`config.mk`:
```
export PLATFORM = sky130hd
export DESIGN_NAME = cartridge_bank_controller_type1_flat
export DESIGN_NICKNAME = d
export VERILOG_FILES = /design/src/cbc1_pkg.sv /design/src/cbc1_req_if.sv /design/src/cbc1_rsp_if.sv /design/src/cbc1_csr_if.sv /design/src/cbc1_bank_regs.sv /design/src/cbc1_rem_unit.sv /design/src/cartridge_bank_controller_type1.sv /design/src/flat_wrapper.sv
export SDC_FILE = /design/constraint.sdc
export NUM_CORES = 1
export LEC_CHECK = 0
export ABC_AREA = 1
export ABC_CLOCK_PERIOD_IN_PS = 3960
export BUFFER_PORTS_ARGS = -buffer_cell sky130_fd_sc_hd__buf_2
export CORE_MARGIN = 3
export CORE_UTILIZATION = 25
export DETAILED_ROUTE_END_ITERATION = 16
export MAX_ROUTING_LAYER = met4
export PLACE_DENSITY_LB_ADDON = 0.15
export SLEW_MARGIN = 20
export SYNTH_ARGS = -nofsm -noshare
export SYNTH_HDL_FRONTEND = slang
export SYNTH_SLANG_ARGS = --single-unit
```
`constraint.sdc`:
```
create_clock -name clock -period 3.96 [get_ports clock]
set_input_delay 0.396 -clock clock [delete_from_list [all_inputs] [get_ports clock]]
set_output_delay 0.396 -clock clock [all_outputs]
set_load 0.05 [all_outputs]
```
`src/cbc1_pkg.sv`:
```
// Package for the type-1 cartridge bank controller: widths, address region
// codes, register indexes, sequencer states and the structs shared between modules.
// No dependencies.
`timescale 1ns / 1ps

package cbc1_pkg;

   // Field widths
   localparam int ADDR_W     = 15;
   localparam int DATA_W     = 8;
   localparam int BANK_W     = 7;
   localparam int RAM_BANK_W = 2;
   localparam int ROM_CNT_W  = 8;
   localparam int RAM_CNT_W  = 3;
   localparam int CSR_IDX_W  = 2;

   // Remainder unit: one dividend bit per step
   localparam int REM_STEPS = BANK_W;
   localparam int CNT_W     = $clog2(REM_STEPS);

   // Address regions, taken from write_address[14:13]
   localparam logic [1:0] REGION_RAM_ENABLE = 2'd0;
   localparam logic [1:0] REGION_ROM_BANK   = 2'd1;
   localparam logic [1:0] REGION_UPPER_BANK = 2'd2;
   localparam logic [1:0] REGION_MODE       = 2'd3;

   localparam logic [3:0] RAM_ENABLE_KEY = 4'hA;

   // Configuration register indexes
   localparam logic [CSR_IDX_W-1:0] CSR_ROM_BANK_COUNT = 2'd0;
   localparam logic [CSR_IDX_W-1:0] CSR_RAM_BANK_COUNT = 2'd1;
   localparam logic [CSR_IDX_W-1:0] CSR_MULTICART      = 2'd2;

   localparam logic [ROM_CNT_W-1:0] ROM_CNT_RESET  = 8'd2;
   localparam logic [BANK_W-1:0]    ROM_BANK_RESET = 7'd1;

   // Mapper register set
   typedef struct packed {
      logic                  ram_on;
      logic [BANK_W-1:0]     rom_sel;
      logic [RAM_BANK_W-1:0] upper_bank;
      logic                  mode;
   } bank_state_type;

   // Sequencer to remainder unit
   typedef struct packed {
      logic                 start;
      logic [BANK_W-1:0]    dividend;
      logic [ROM_CNT_W-1:0] divisor;
   } rem_req_type;

   // Remainder unit to sequencer
   typedef struct packed {
      logic              done;
      logic [BANK_W-1:0] remainder;
   } rem_rsp_type;

   typedef enum logic [7:0] {
      ST_IDLE     = 8'b0000_0001,
      ST_SW_GO    = 8'b0000_0010,
      ST_SW_WAIT  = 8'b0000_0100,
      ST_FX_GO    = 8'b0000_1000,
      ST_FX_WAIT  = 8'b0001_0000,
      ST_RAM_GO   = 8'b0010_0000,
      ST_RAM_WAIT = 8'b0100_0000,
      ST_EMIT     = 8'b1000_0000
   } seq_state_type;

endpackage

```
`src/cbc1_req_if.sv`:
```
// Input channel: one CPU write into the cartridge ROM area per item.
// Depends on cbc1_pkg.
`timescale 1ns / 1ps

interface cbc1_req_if import cbc1_pkg::*; ();
   logic              valid;
   logic              ready;
   logic [ADDR_W-1:0] write_address;
   logic [DATA_W-1:0] write_value;

   modport source (output valid, write_address, write_value, input ready);
   modport sink   (input valid, write_address, write_value, output ready);
endinterface

```
`src/cbc1_rsp_if.sv`:
```
// Result channel: bank mapping after each write.
// Depends on cbc1_pkg.
`timescale 1ns / 1ps

interface cbc1_rsp_if import cbc1_pkg::*; ();
   logic                  valid;
   logic                  ready;
   logic [BANK_W-1:0]     fixed_area_bank;
   logic [BANK_W-1:0]     switch_area_bank;
   logic [RAM_BANK_W-1:0] ram_bank_out;
   logic                  ram_mapped;

   modport source (output valid, fixed_area_bank, switch_area_bank, ram_bank_out,
                   ram_mapped, input ready);
   modport sink   (input valid, fixed_area_bank, switch_area_bank, ram_bank_out,
                   ram_mapped, output ready);
endinterface

```
`src/cbc1_csr_if.sv`:
```
// Configuration write channel: register index and write data.
// Depends on cbc1_pkg.
`timescale 1ns / 1ps

interface cbc1_csr_if import cbc1_pkg::*; ();
   logic                 valid;
   logic                 ready;
   logic [CSR_IDX_W-1:0] index;
   logic [DATA_W-1:0]    wdata;

   modport source (output valid, index, wdata, input ready);
   modport sink   (input valid, index, wdata, output ready);
endinterface

```
`src/cbc1_bank_regs.sv`:
```
// Mapper register set: decodes CPU writes into the RAM enable flag, ROM bank,
// upper bank and banking mode. Depends on cbc1_pkg.
`timescale 1ns / 1ps

module cbc1_bank_regs import cbc1_pkg::*; (
   input  logic              clock,
   input  logic              reset,
   input  logic              wr_en,
   input  logic [ADDR_W-1:0] write_address,
   input  logic [DATA_W-1:0] write_value,
   input  logic              multicart,
   output bank_state_type    bank
);

   bank_state_type bank_ff, bank_in;
   logic [4:0]     low5;

   // Decode the write by address region
   always_comb begin
      bank_in = bank_ff;
      low5    = (write_value[4:0] == 5'd0) ? 5'd1 : write_value[4:0];
      if (wr_en) begin
         case (write_address[ADDR_W-1:ADDR_W-2])
            REGION_RAM_ENABLE: begin
               bank_in.ram_on = (write_value[3:0] == RAM_ENABLE_KEY);
            end
            REGION_ROM_BANK: begin
               if (multicart) begin
                  bank_in.rom_sel = {bank_ff.rom_sel[6:4], low5[3:0]};
               end else begin
                  bank_in.rom_sel = {bank_ff.rom_sel[6:5], low5};
               end
            end
            REGION_UPPER_BANK: begin
               bank_in.upper_bank = write_value[RAM_BANK_W-1:0];
               if (multicart) begin
                  bank_in.rom_sel = {1'b0, write_value[1:0], bank_ff.rom_sel[3:0]};
               end else begin
                  bank_in.rom_sel = {write_value[1:0], bank_ff.rom_sel[4:0]};
               end
            end
            REGION_MODE: begin
               bank_in.mode = write_value[0];
            end
            default: begin
               bank_in = bank_ff;
            end
         endcase
      end
   end

   always_ff @(posedge clock) begin
      if (reset) begin
         bank_ff.ram_on     <= 1'b0;
         bank_ff.rom_sel    <= ROM_BANK_RESET;
         bank_ff.upper_bank <= '0;
         bank_ff.mode       <= 1'b0;
      end else begin
         bank_ff <= bank_in;
      end
   end

   assign bank = bank_ff;

endmodule

```
`src/cbc1_rem_unit.sv`:
```
// Shared restoring remainder unit: one dividend bit per cycle. A zero divisor
// returns the dividend. Depends on cbc1_pkg.
`timescale 1ns / 1ps

module cbc1_rem_unit import cbc1_pkg::*; (
   input  logic        clock,
   input  logic        reset,
   input  rem_req_type rem_req,
   output rem_rsp_type rem_rsp
);

   logic                 busy_ff, busy_in;
   logic                 done_ff, done_in;
   logic [CNT_W-1:0]     cnt_ff, cnt_in;
   logic [BANK_W-1:0]    dvd_ff, dvd_in;
   logic [ROM_CNT_W-1:0] dvs_ff, dvs_in;
   logic [ROM_CNT_W-1:0] rem_ff, rem_in;
   logic [ROM_CNT_W:0]   trial;
   logic [ROM_CNT_W:0]   diff;

   // Shift in the next dividend bit, subtract when it fits
   always_comb begin
      trial   = {rem_ff, dvd_ff[BANK_W-1]};
      diff    = trial - {1'b0, dvs_ff};
      busy_in = busy_ff;
      done_in = 1'b0;
      cnt_in  = cnt_ff;
      dvd_in  = dvd_ff;
      dvs_in  = dvs_ff;
      rem_in  = rem_ff;
      if (busy_ff) begin
         dvd_in = {dvd_ff[BANK_W-2:0], 1'b0};
         rem_in = (trial >= {1'b0, dvs_ff}) ? diff[ROM_CNT_W-1:0] : trial[ROM_CNT_W-1:0];
         cnt_in = cnt_ff - 1'b1;
         if (cnt_ff == '0) begin
            busy_in = 1'b0;
            done_in = 1'b1;
         end
      end else if (rem_req.start) begin
         busy_in = 1'b1;
         cnt_in  = CNT_W'(REM_STEPS - 1);
         dvd_in  = rem_req.dividend;
         dvs_in  = rem_req.divisor;
         rem_in  = '0;
      end
   end

   always_ff @(posedge clock) begin
      if (reset) begin
         busy_ff <= 1'b0;
         done_ff <= 1'b0;
         cnt_ff  <= '0;
      end else begin
         busy_ff <= busy_in;
         done_ff <= done_in;
         cnt_ff  <= cnt_in;
      end
   end

   // Operands and partial remainder
   always_ff @(posedge clock) begin
      dvd_ff <= dvd_in;
      dvs_ff <= dvs_in;
      rem_ff <= rem_in;
   end

   assign rem_rsp.done      = done_ff;
   assign rem_rsp.remainder = rem_ff[BANK_W-1:0];

   // Done only ever follows the last busy step
   a_done_after_busy: assert property (@(posedge clock) disable iff (reset)
      done_ff |-> $past(busy_ff))
      else $error("remainder done without a preceding step");

   // A finished remainder is below a nonzero divisor
   a_rem_below_divisor: assert property (@(posedge clock) disable iff (reset)
      (done_ff && dvs_ff != '0) |-> (rem_ff < dvs_ff))
      else $error("remainder not below divisor");

endmodule

```
`src/cartridge_bank_controller_type1.sv`:
```
// Top level of the type-1 cartridge bank controller: configuration registers,
// sequencer and result register. Depends on cbc1_pkg, the channel interfaces,
// cbc1_bank_regs and cbc1_rem_unit.
//
//   channel  | dir | payload                                           | accepted when
//   req_ch   | in  | write_address, write_value                        | valid && ready
//   rsp_ch   | out | fixed_area_bank, switch_area_bank, ram_bank_out,  | valid && ready
//            |     | ram_mapped                                        |
//   csr_ch   | in  | index, wdata                                      | valid && ready
//
// Each accepted item makes three passes through the shared remainder unit
// (switchable bank, fixed bank, RAM bank), and the result register is loaded from
// the result state. A new item is accepted only back in the idle state, after the
// result register has been loaded. The unit retires one bit a cycle.
// Synchronous active-high reset; configuration writes are always ready.
// A result waiting on rsp_ch does not block the next item; the sequencer holds in
// its last state only while the result register is still full.
`timescale 1ns / 1ps

module cartridge_bank_controller_type1 import cbc1_pkg::*; (
   input logic        clock,
   input logic        reset,
   cbc1_req_if.sink   req_ch,
   cbc1_rsp_if.source rsp_ch,
   cbc1_csr_if.sink   csr_ch
);

   seq_state_type         state_ff, state_in;
   logic [ROM_CNT_W-1:0]  rom_count_ff, rom_count_in;
   logic [RAM_CNT_W-1:0]  ram_count_ff, ram_count_in;
   logic                  multi_ff, multi_in;
   logic [BANK_W-1:0]     sw_bank_ff, sw_bank_in;
   logic [BANK_W-1:0]     fx_bank_ff, fx_bank_in;
   logic [RAM_BANK_W-1:0] ram_rem_ff, ram_rem_in;
   logic                  rsp_valid_ff, rsp_valid_in;
   logic [BANK_W-1:0]     rsp_fixed_ff, rsp_fixed_in;
   logic [BANK_W-1:0]     rsp_switch_ff, rsp_switch_in;
   logic [RAM_BANK_W-1:0] rsp_ram_ff, rsp_ram_in;
   logic                  rsp_mapped_ff, rsp_mapped_in;

   logic                  req_accept;
   logic                  rsp_free;
   logic                  mapped;
   logic [BANK_W-1:0]     fixed_dividend;
   bank_state_type        bank;
   rem_req_type           rem_req;
   rem_rsp_type           rem_rsp;

   assign req_ch.ready = (state_ff == ST_IDLE);
   assign req_accept   = req_ch.valid && req_ch.ready;
   assign csr_ch.ready = 1'b1;
   assign rsp_free     = !rsp_valid_ff || rsp_ch.ready;

   // Configuration registers
   always_comb begin
      rom_count_in = rom_count_ff;
      ram_count_in = ram_count_ff;
      multi_in     = multi_ff;
      if (csr_ch.valid) begin
         case (csr_ch.index)
            CSR_ROM_BANK_COUNT: rom_count_in = csr_ch.wdata;
            CSR_RAM_BANK_COUNT: ram_count_in = csr_ch.wdata[RAM_CNT_W-1:0];
            CSR_MULTICART:      multi_in     = csr_ch.wdata[0];
            default:            rom_count_in = rom_count_ff;
         endcase
      end
   end

   cbc1_bank_regs u_bank_regs (
      .clock         (clock),
      .reset         (reset),
      .wr_en         (req_accept),
      .write_address (req_ch.write_address),
      .write_value   (req_ch.write_value),
      .multicart     (multi_ff),
      .bank          (bank)
   );

   // Upper bits at the position that the wiring gives, zero in mode 0
   always_comb begin
      if (!bank.mode) begin
         fixed_dividend = '0;
      end else if (multi_ff) begin
         fixed_dividend = {1'b0, bank.upper_bank, 4'b0000};
      end else begin
         fixed_dividend = {bank.upper_bank, 5'b00000};
      end
   end

   // Select the operands for the shared remainder unit
   always_comb begin
      rem_req.start = (state_ff == ST_SW_GO) || (state_ff == ST_FX_GO) ||
                      (state_ff == ST_RAM_GO);
      case (state_ff)
         ST_FX_GO: begin
            rem_req.dividend = fixed_dividend;
            rem_req.divisor  = rom_count_ff;
         end
         ST_RAM_GO: begin
            rem_req.dividend = {{(BANK_W-RAM_BANK_W){1'b0}}, bank.upper_bank};
            rem_req.divisor  = {{(ROM_CNT_W-RAM_CNT_W){1'b0}}, ram_count_ff};
         end
         default: begin
            rem_req.dividend = bank.rom_sel;
            rem_req.divisor  = rom_count_ff;
         end
      endcase
   end

   cbc1_rem_unit u_rem_unit (
      .clock   (clock),
      .reset   (reset),
      .rem_req (rem_req),
      .rem_rsp (rem_rsp)
   );

   assign mapped = bank.ram_on && (ram_count_ff != '0);

   // Sequencer: three remainder passes, then load the result register
   always_comb begin
      state_in      = state_ff;
      sw_bank_in    = sw_bank_ff;
      fx_bank_in    = fx_bank_ff;
      ram_rem_in    = ram_rem_ff;
      rsp_valid_in  = rsp_valid_ff && !rsp_ch.ready;
      rsp_fixed_in  = rsp_fixed_ff;
      rsp_switch_in = rsp_switch_ff;
      rsp_ram_in    = rsp_ram_ff;
      rsp_mapped_in = rsp_mapped_ff;
      case (state_ff)
         ST_IDLE: begin
            if (req_accept) begin
               state_in = ST_SW_GO;
            end
         end
         ST_SW_GO:  state_in = ST_SW_WAIT;
         ST_SW_WAIT: begin
            if (rem_rsp.done) begin
               sw_bank_in = rem_rsp.remainder;
               state_in   = ST_FX_GO;
            end
         end
         ST_FX_GO:  state_in = ST_FX_WAIT;
         ST_FX_WAIT: begin
            if (rem_rsp.done) begin
               fx_bank_in = rem_rsp.remainder;
               state_in   = ST_RAM_GO;
            end
         end
         ST_RAM_GO: state_in = ST_RAM_WAIT;
         ST_RAM_WAIT: begin
            if (rem_rsp.done) begin
               ram_rem_in = rem_rsp.remainder[RAM_BANK_W-1:0];
               state_in   = ST_EMIT;
            end
         end
         ST_EMIT: begin
            if (rsp_free) begin
               rsp_valid_in  = 1'b1;
               rsp_fixed_in  = fx_bank_ff;
               rsp_switch_in = sw_bank_ff;
               rsp_mapped_in = mapped;
               rsp_ram_in    = (mapped && (ram_count_ff > 3'd1) && bank.mode) ?
                               ram_rem_ff : '0;
               state_in      = ST_IDLE;
            end
         end
         default: state_in = ST_IDLE;
      endcase
   end

   always_ff @(posedge clock) begin
      if (reset) begin
         state_ff     <= ST_IDLE;
         rom_count_ff <= ROM_CNT_RESET;
         ram_count_ff <= '0;
         multi_ff     <= 1'b0;
         rsp_valid_ff <= 1'b0;
      end else begin
         state_ff     <= state_in;
         rom_count_ff <= rom_count_in;
         ram_count_ff <= ram_count_in;
         multi_ff     <= multi_in;
         rsp_valid_ff <= rsp_valid_in;
      end
   end

   // Intermediate banks and result payload
   always_ff @(posedge clock) begin
      sw_bank_ff    <= sw_bank_in;
      fx_bank_ff    <= fx_bank_in;
      ram_rem_ff    <= ram_rem_in;
      rsp_fixed_ff  <= rsp_fixed_in;
      rsp_switch_ff <= rsp_switch_in;
      rsp_ram_ff    <= rsp_ram_in;
      rsp_mapped_ff <= rsp_mapped_in;
   end

   assign rsp_ch.valid            = rsp_valid_ff;
   assign rsp_ch.fixed_area_bank  = rsp_fixed_ff;
   assign rsp_ch.switch_area_bank = rsp_switch_ff;
   assign rsp_ch.ram_bank_out     = rsp_ram_ff;
   assign rsp_ch.ram_mapped       = rsp_mapped_ff;

   // An accepted item always starts with the switchable bank pass
   a_accept_starts_pass: assert property (@(posedge clock) disable iff (reset)
      req_accept |=> (state_ff == ST_SW_GO))
      else $error("accepted item did not start the remainder passes");

   // A new result appears only out of the result state
   a_result_from_emit: assert property (@(posedge clock) disable iff (reset)
      $rose(rsp_valid_ff) |-> $past(state_ff == ST_EMIT))
      else $error("result raised outside the result state");

endmodule

```
`src/flat_wrapper.sv`:
```
// flat-port wrapper written by rule: the top's interface ports become plain ports
module cartridge_bank_controller_type1_flat import cbc1_pkg::*;
  (clock, reset, req_ch_valid, req_ch_write_address, req_ch_write_value, req_ch_ready, rsp_ch_valid, rsp_ch_fixed_area_bank, rsp_ch_switch_area_bank, rsp_ch_ram_bank_out, rsp_ch_ram_mapped, rsp_ch_ready, csr_ch_valid, csr_ch_index, csr_ch_wdata, csr_ch_ready);
  cbc1_req_if req_ch_i ();
  cbc1_rsp_if rsp_ch_i ();
  cbc1_csr_if csr_ch_i ();
  input logic clock;
  input logic reset;
  input wire logic [$bits(req_ch_i.valid)-1:0] req_ch_valid;
  input wire logic [$bits(req_ch_i.write_address)-1:0] req_ch_write_address;
  input wire logic [$bits(req_ch_i.write_value)-1:0] req_ch_write_value;
  output wire logic [$bits(req_ch_i.ready)-1:0] req_ch_ready;
  output wire logic [$bits(rsp_ch_i.valid)-1:0] rsp_ch_valid;
  output wire logic [$bits(rsp_ch_i.fixed_area_bank)-1:0] rsp_ch_fixed_area_bank;
  output wire logic [$bits(rsp_ch_i.switch_area_bank)-1:0] rsp_ch_switch_area_bank;
  output wire logic [$bits(rsp_ch_i.ram_bank_out)-1:0] rsp_ch_ram_bank_out;
  output wire logic [$bits(rsp_ch_i.ram_mapped)-1:0] rsp_ch_ram_mapped;
  input wire logic [$bits(rsp_ch_i.ready)-1:0] rsp_ch_ready;
  input wire logic [$bits(csr_ch_i.valid)-1:0] csr_ch_valid;
  input wire logic [$bits(csr_ch_i.index)-1:0] csr_ch_index;
  input wire logic [$bits(csr_ch_i.wdata)-1:0] csr_ch_wdata;
  output wire logic [$bits(csr_ch_i.ready)-1:0] csr_ch_ready;
  assign req_ch_i.valid = req_ch_valid;
  assign req_ch_i.write_address = req_ch_write_address;
  assign req_ch_i.write_value = req_ch_write_value;
  assign req_ch_ready = req_ch_i.ready;
  assign rsp_ch_valid = rsp_ch_i.valid;
  assign rsp_ch_fixed_area_bank = rsp_ch_i.fixed_area_bank;
  assign rsp_ch_switch_area_bank = rsp_ch_i.switch_area_bank;
  assign rsp_ch_ram_bank_out = rsp_ch_i.ram_bank_out;
  assign rsp_ch_ram_mapped = rsp_ch_i.ram_mapped;
  assign rsp_ch_i.ready = rsp_ch_ready;
  assign csr_ch_i.valid = csr_ch_valid;
  assign csr_ch_i.index = csr_ch_index;
  assign csr_ch_i.wdata = csr_ch_wdata;
  assign csr_ch_ready = csr_ch_i.ready;
  cartridge_bank_controller_type1 u_core (.clock(clock), .reset(reset), .req_ch(req_ch_i), .rsp_ch(rsp_ch_i), .csr_ch(csr_ch_i));
endmodule
```
==> parameters.txt <==
Parameter                              Value

Routing
  DRC marker count from the first detailed-route iteration ... 160
  Total number of vias ... roughly 3.1k
  Detailed-router iteration count before antenna repair ... 4
  Antenna violation net count after detailed routing ... 0
  Routed WL per cell ... 11.7 microns
  Wire length after detailed routing ... 8.86 mm
  Drt drc ... 0
  Via density ... 4.08

Global route
  Overflow left after global routing ... 0
  First-pass GRT wire length ... approximately 15 mm
  Pin count of the biggest net entering global routing ... 24
  Vias in the first global route ... 3066
  Antenna violations before repair ... 0
  Tot GR Track Use ... between 9 and 10%

Cells and area
  Fin nets ... 585
  Most common library cell in the layout ignoring fill and taps ... nand2_1
  Share of final-layout standard cells stronger than drive strength 1 ... 16.2%
  Area taken by multi-input logic gates ... 0.00168 sq mm
  Highest-count cells in the layout ignoring fill and taps ... nand2_1, inv_1, nor2_1
  Area growth from synthesis to layout ... 16.1%
  Register Area ... ~0.0024 sq mm
  Number of diodes added for antenna fixing ... 0
  Fill cells ... 1799
  Number of cells in the finished layout apart from fillers ... 756

Die
  Height of the chip ... 139 microns
  Initial Utilization ... 26.1%
  Die outline area ... 0.0193 sq mm
  Row Count ... 47
  Core area ... 0.0169 sq mm
  X dimension of the die ... around 140 microns
  IO Count ... 58

Clock tree
  Number of buffers added for setup after CTS ... 0
  Clock insertion delay at the later pin of the skew report ... 0.34 ns
  Clock buffers created by TritonCTS ... 9
  Clock root buffer ... clkbuf_16
  Clock slew at reported path FFs ... about 0.07 ns
  Count of cells resized by post-cts repair ... 0
  TritonCTS clock tree ... done
  H-tree levels ... 3
  # clock sinks ... 93
  Deepest clock path buffer count ... 2
  Hold Buf Count CTS ... 0

Timing
  Slew headroom ... between 50% and 60%
  Final worst path period share ... 49.2%
  Accumulated negative setup slack ... 0 ns
  Largest clock skew in the final design ... 0.00620 ns
  Final critical-path required period ... 1.95 ns
  RSZ-0062 raised after global routing ... no
  Timing-limited maximum frequency ... 513 MHz
  Final count of hold timing violations ... 0
  Hold_ws ... 0.282 ns
  Least-Margin Pin Slew ... 0.662 ns
  Final setup violation count ... 0
  Number of max-slew violations in the final report ... 0

Synth
  Post-synth top flop ... edfxtp_1
  Share of Yosys cell area claimed by the top area cell type ... 37.4%
  Yosys synthesis warning count ... 0
  Mean instance size in the synthesized netlist ... 9.05 sq um
  Flop and latch count out of synthesis ... 93
  FFs w/ async S/R, synth ... 0%
  Number of unique standard cell types used by synthesis ... 36
  Synthesized instance count ... 488
  Number of enable flip-flop cells after synthesis ... between 50 and 60
  Top cells by area in the synthesized netlist ... edfxtp_1, dfxtp_1, nand2_1
  Dominant cell type by area after synthesis ... edfxtp_1
  Synthesized area ... 0.00441 sq mm
  Total nets after synthesis ... 542
  Proportion of synthesized chip area in sequential cells ... 54.6%

Placement
  Final HPWL from detailed placement ... 6.75 mm
  Final Wtd Congestion ... 0.798
  IO buf count ... 40
  Number of cells after detailed placement ... 740

Pwr
  Clk pwr share ... 37.0%
  Sw Ratio ... 28.4%
  Power density relative to cell area ... 444 mW/mm^2
  Maximum VDD drop ... 0.000214 V
  Static Leak ... 2.12 nW
  Part of the total power dissipated in sequential elements ... 48.8%
  Fraction of power consumed by combinational cells ... 14.2%
  Internal power ... about 1.6 mW
  Net switching power figure ... 0.646 mW

Status
  Result of the run ... finished clean

Critical path
  Endpoint class of the critical path ... register
  Kind of critical path ... reg2reg
  Critical Path AT ... 2.06 ns
  Required time of the critical path ... 4.07 ns
  CP Launch Type ... register
  Stage delay of the slowest cell on the critical path ... 0.47 ns
  Crit-path max FO ... 10
  Ordered list of cells on the worst path ... ha_1, nand2_1, nor2_1, nand2_1, nand3_1, nand2_2, nand2_4, nand2_1, nand2_1, nor2_1
  Standard cell with the maximum stage delay on the critical path ... edfxtp_1
  Crit path max-delay family ... simple AND/OR/NAND/NOR gates
  Total buffers and inverters traversed by the critical path ... 0
  Cell repeated most along the worst path ... nand2_1

Worst hold path
  Tightest Hold Check Type ... in2reg

Job
  Max-Cap Viols ... 0
-- kinds of logic (layout without fill, tap and decap cells) --
| kind of cell | count (synthesis) | after routing | share of synthesized area [%] |
|---|---|---|---|
| xor gates and xnor gates | 4 | 4 | 0.794 |
| AOI/OAI and AO/OA | 58 | 58 | 7.00 |
| adders and majority gates | 16 | 16 | 4.71 |
| and+or+nand+nor | 238 | 238 | 25.4 |
| DFF | 93 | 93 | 54.6 |
| other | 1 | 1 | 0.0850 |
| buffers and inverters | 78 | 126 | 7.40 |
-- layout make-up --
| type | instances | share of cell area [%] |
|---|---|---|
| Clock buffer | 9 | 4.40 |
| Multi-Input combinational cell | 317 | 32.7 |
| Inverter | 69 | 5.15 |
| Tap cell | 220 | 5.37 |
| Clock inverter | 7 | 1.25 |
| Sequential cell | 93 | 47.1 |
| Timing Repair Buffer | 41 | 4.05 |
-- flip-flops by register name (all words and copies together) (netlist names), 3 cells and up --
| signal | count |
|---|---|
| u_core.ram_count_ff | 3 |
| u_core.state_ff | 8 |
| u_core.fx_bank_ff | 7 |
| u_core.u_bank_regs.bank | 11 |
| u_core.u_rem_unit.cnt_ff | 3 |
| u_core.sw_bank_ff | 7 |
| u_core.u_rem_unit.dvs_ff | 8 |
| u_core.rom_count_ff | 8 |
| u_core.rsp_ch.fixed_area_bank | 7 |
| u_core.u_rem_unit.dvd_ff | 7 |
| u_core.u_rem_unit.rem_ff | 8 |
| u_core.rsp_ch.switch_area_bank | 7 |
-- Yosys cell counts, types with 2 or more instances --
| cell | n |
|---|---|
| nand3_1 | 21 |
| nor2_4 | 6 |
| inv_4 | 2 |
| ha_1 | 15 |
| nand4_1 | 8 |
| dfxtp_1 | 38 |
| nor3_1 | 5 |
| o21ai_0 | 17 |
| nor2_1 | 56 |
| inv_2 | 3 |
| nand3b_1 | 3 |
| clkbuf_1 | 3 |
| inv_1 | 63 |
| a21oi_2 | 3 |
| nand2_4 | 5 |
| nor2_8 | 2 |
| o21ai_1 | 7 |
| a21oi_1 | 29 |
| buf_1 | 2 |
| nor4_1 | 4 |
| nand2_1 | 119 |
| nand3_2 | 4 |
| xnor2_1 | 2 |
| nand2_2 | 4 |
| edfxtp_1 | 55 |
| xor2_1 | 2 |
-- power by group through the flow --
stage          logic (mW)  registers (mW)  clock network, mW
4_1_cts             0.328            1.11              0.875
5_1_grt             0.371            1.12              0.910
3_3_place_gp        0.324            1.13                  0
3_5_place_dp        0.326            1.13                  0
6_report            0.323            1.11              0.842
2_1_floorplan       0.268            1.12                  0
-- per-stage QoR --
step / util (%) / area, sq um / setup WS, ns / power, mW
floorplan: - / 4410 / 2.12 / 1.39
global placement: 28.5 / 4830 / 2.02 / 1.46
detailed placement: 28.5 / 4830 / 2.02 / 1.46
CTS: 30.3 / 5120 / 2.01 / 2.31
global route: 30.3 / 5120 / 1.83 / 2.40
finish: 30.3 / 5120 / 2.01 / 2.28
-- worst paths after layout --
kind / startpoint / end / slack [ns] / depth (start not counted)
max reg2reg: u_core.u_rem_unit.rem_ff[2]$_SDFFCE_PN0P_ / u_core.u_rem_unit.rem_ff[2]$_SDFFCE_PN0P_ / 2.01 / 10
min: csr_ch_wdata[1] / u_core.rom_count_ff[1]$_SDFFE_PP1P_ / 0.28 / 3
min reg2reg: u_core.sw_bank_ff[4]$_DFFE_PP_ / u_core.rsp_ch.switch_area_bank[4]$_DFFE_PP_ / 0.42 / 0
max: u_core.u_rem_unit.rem_ff[2]$_SDFFCE_PN0P_ / u_core.u_rem_unit.rem_ff[2]$_SDFFCE_PN0P_ / 2.01 / 10
-- worst reg2reg max path: cells and delay by family (launching register included) --
kind / cells / cell delay [ns]
flops: 1 / 0.47
fa+ha+maj: 1 / 0.42
simple gates: 9 / 0.82
-- metal layers --
metal	GRT usage (%)	part of all wire [%]
met1	12.9	52
met2	14.4	43
met3	2.79	4.0
met4	4.02	1.2
met5	-	0
No activity file was read; power rests on OpenSTA's default activity.
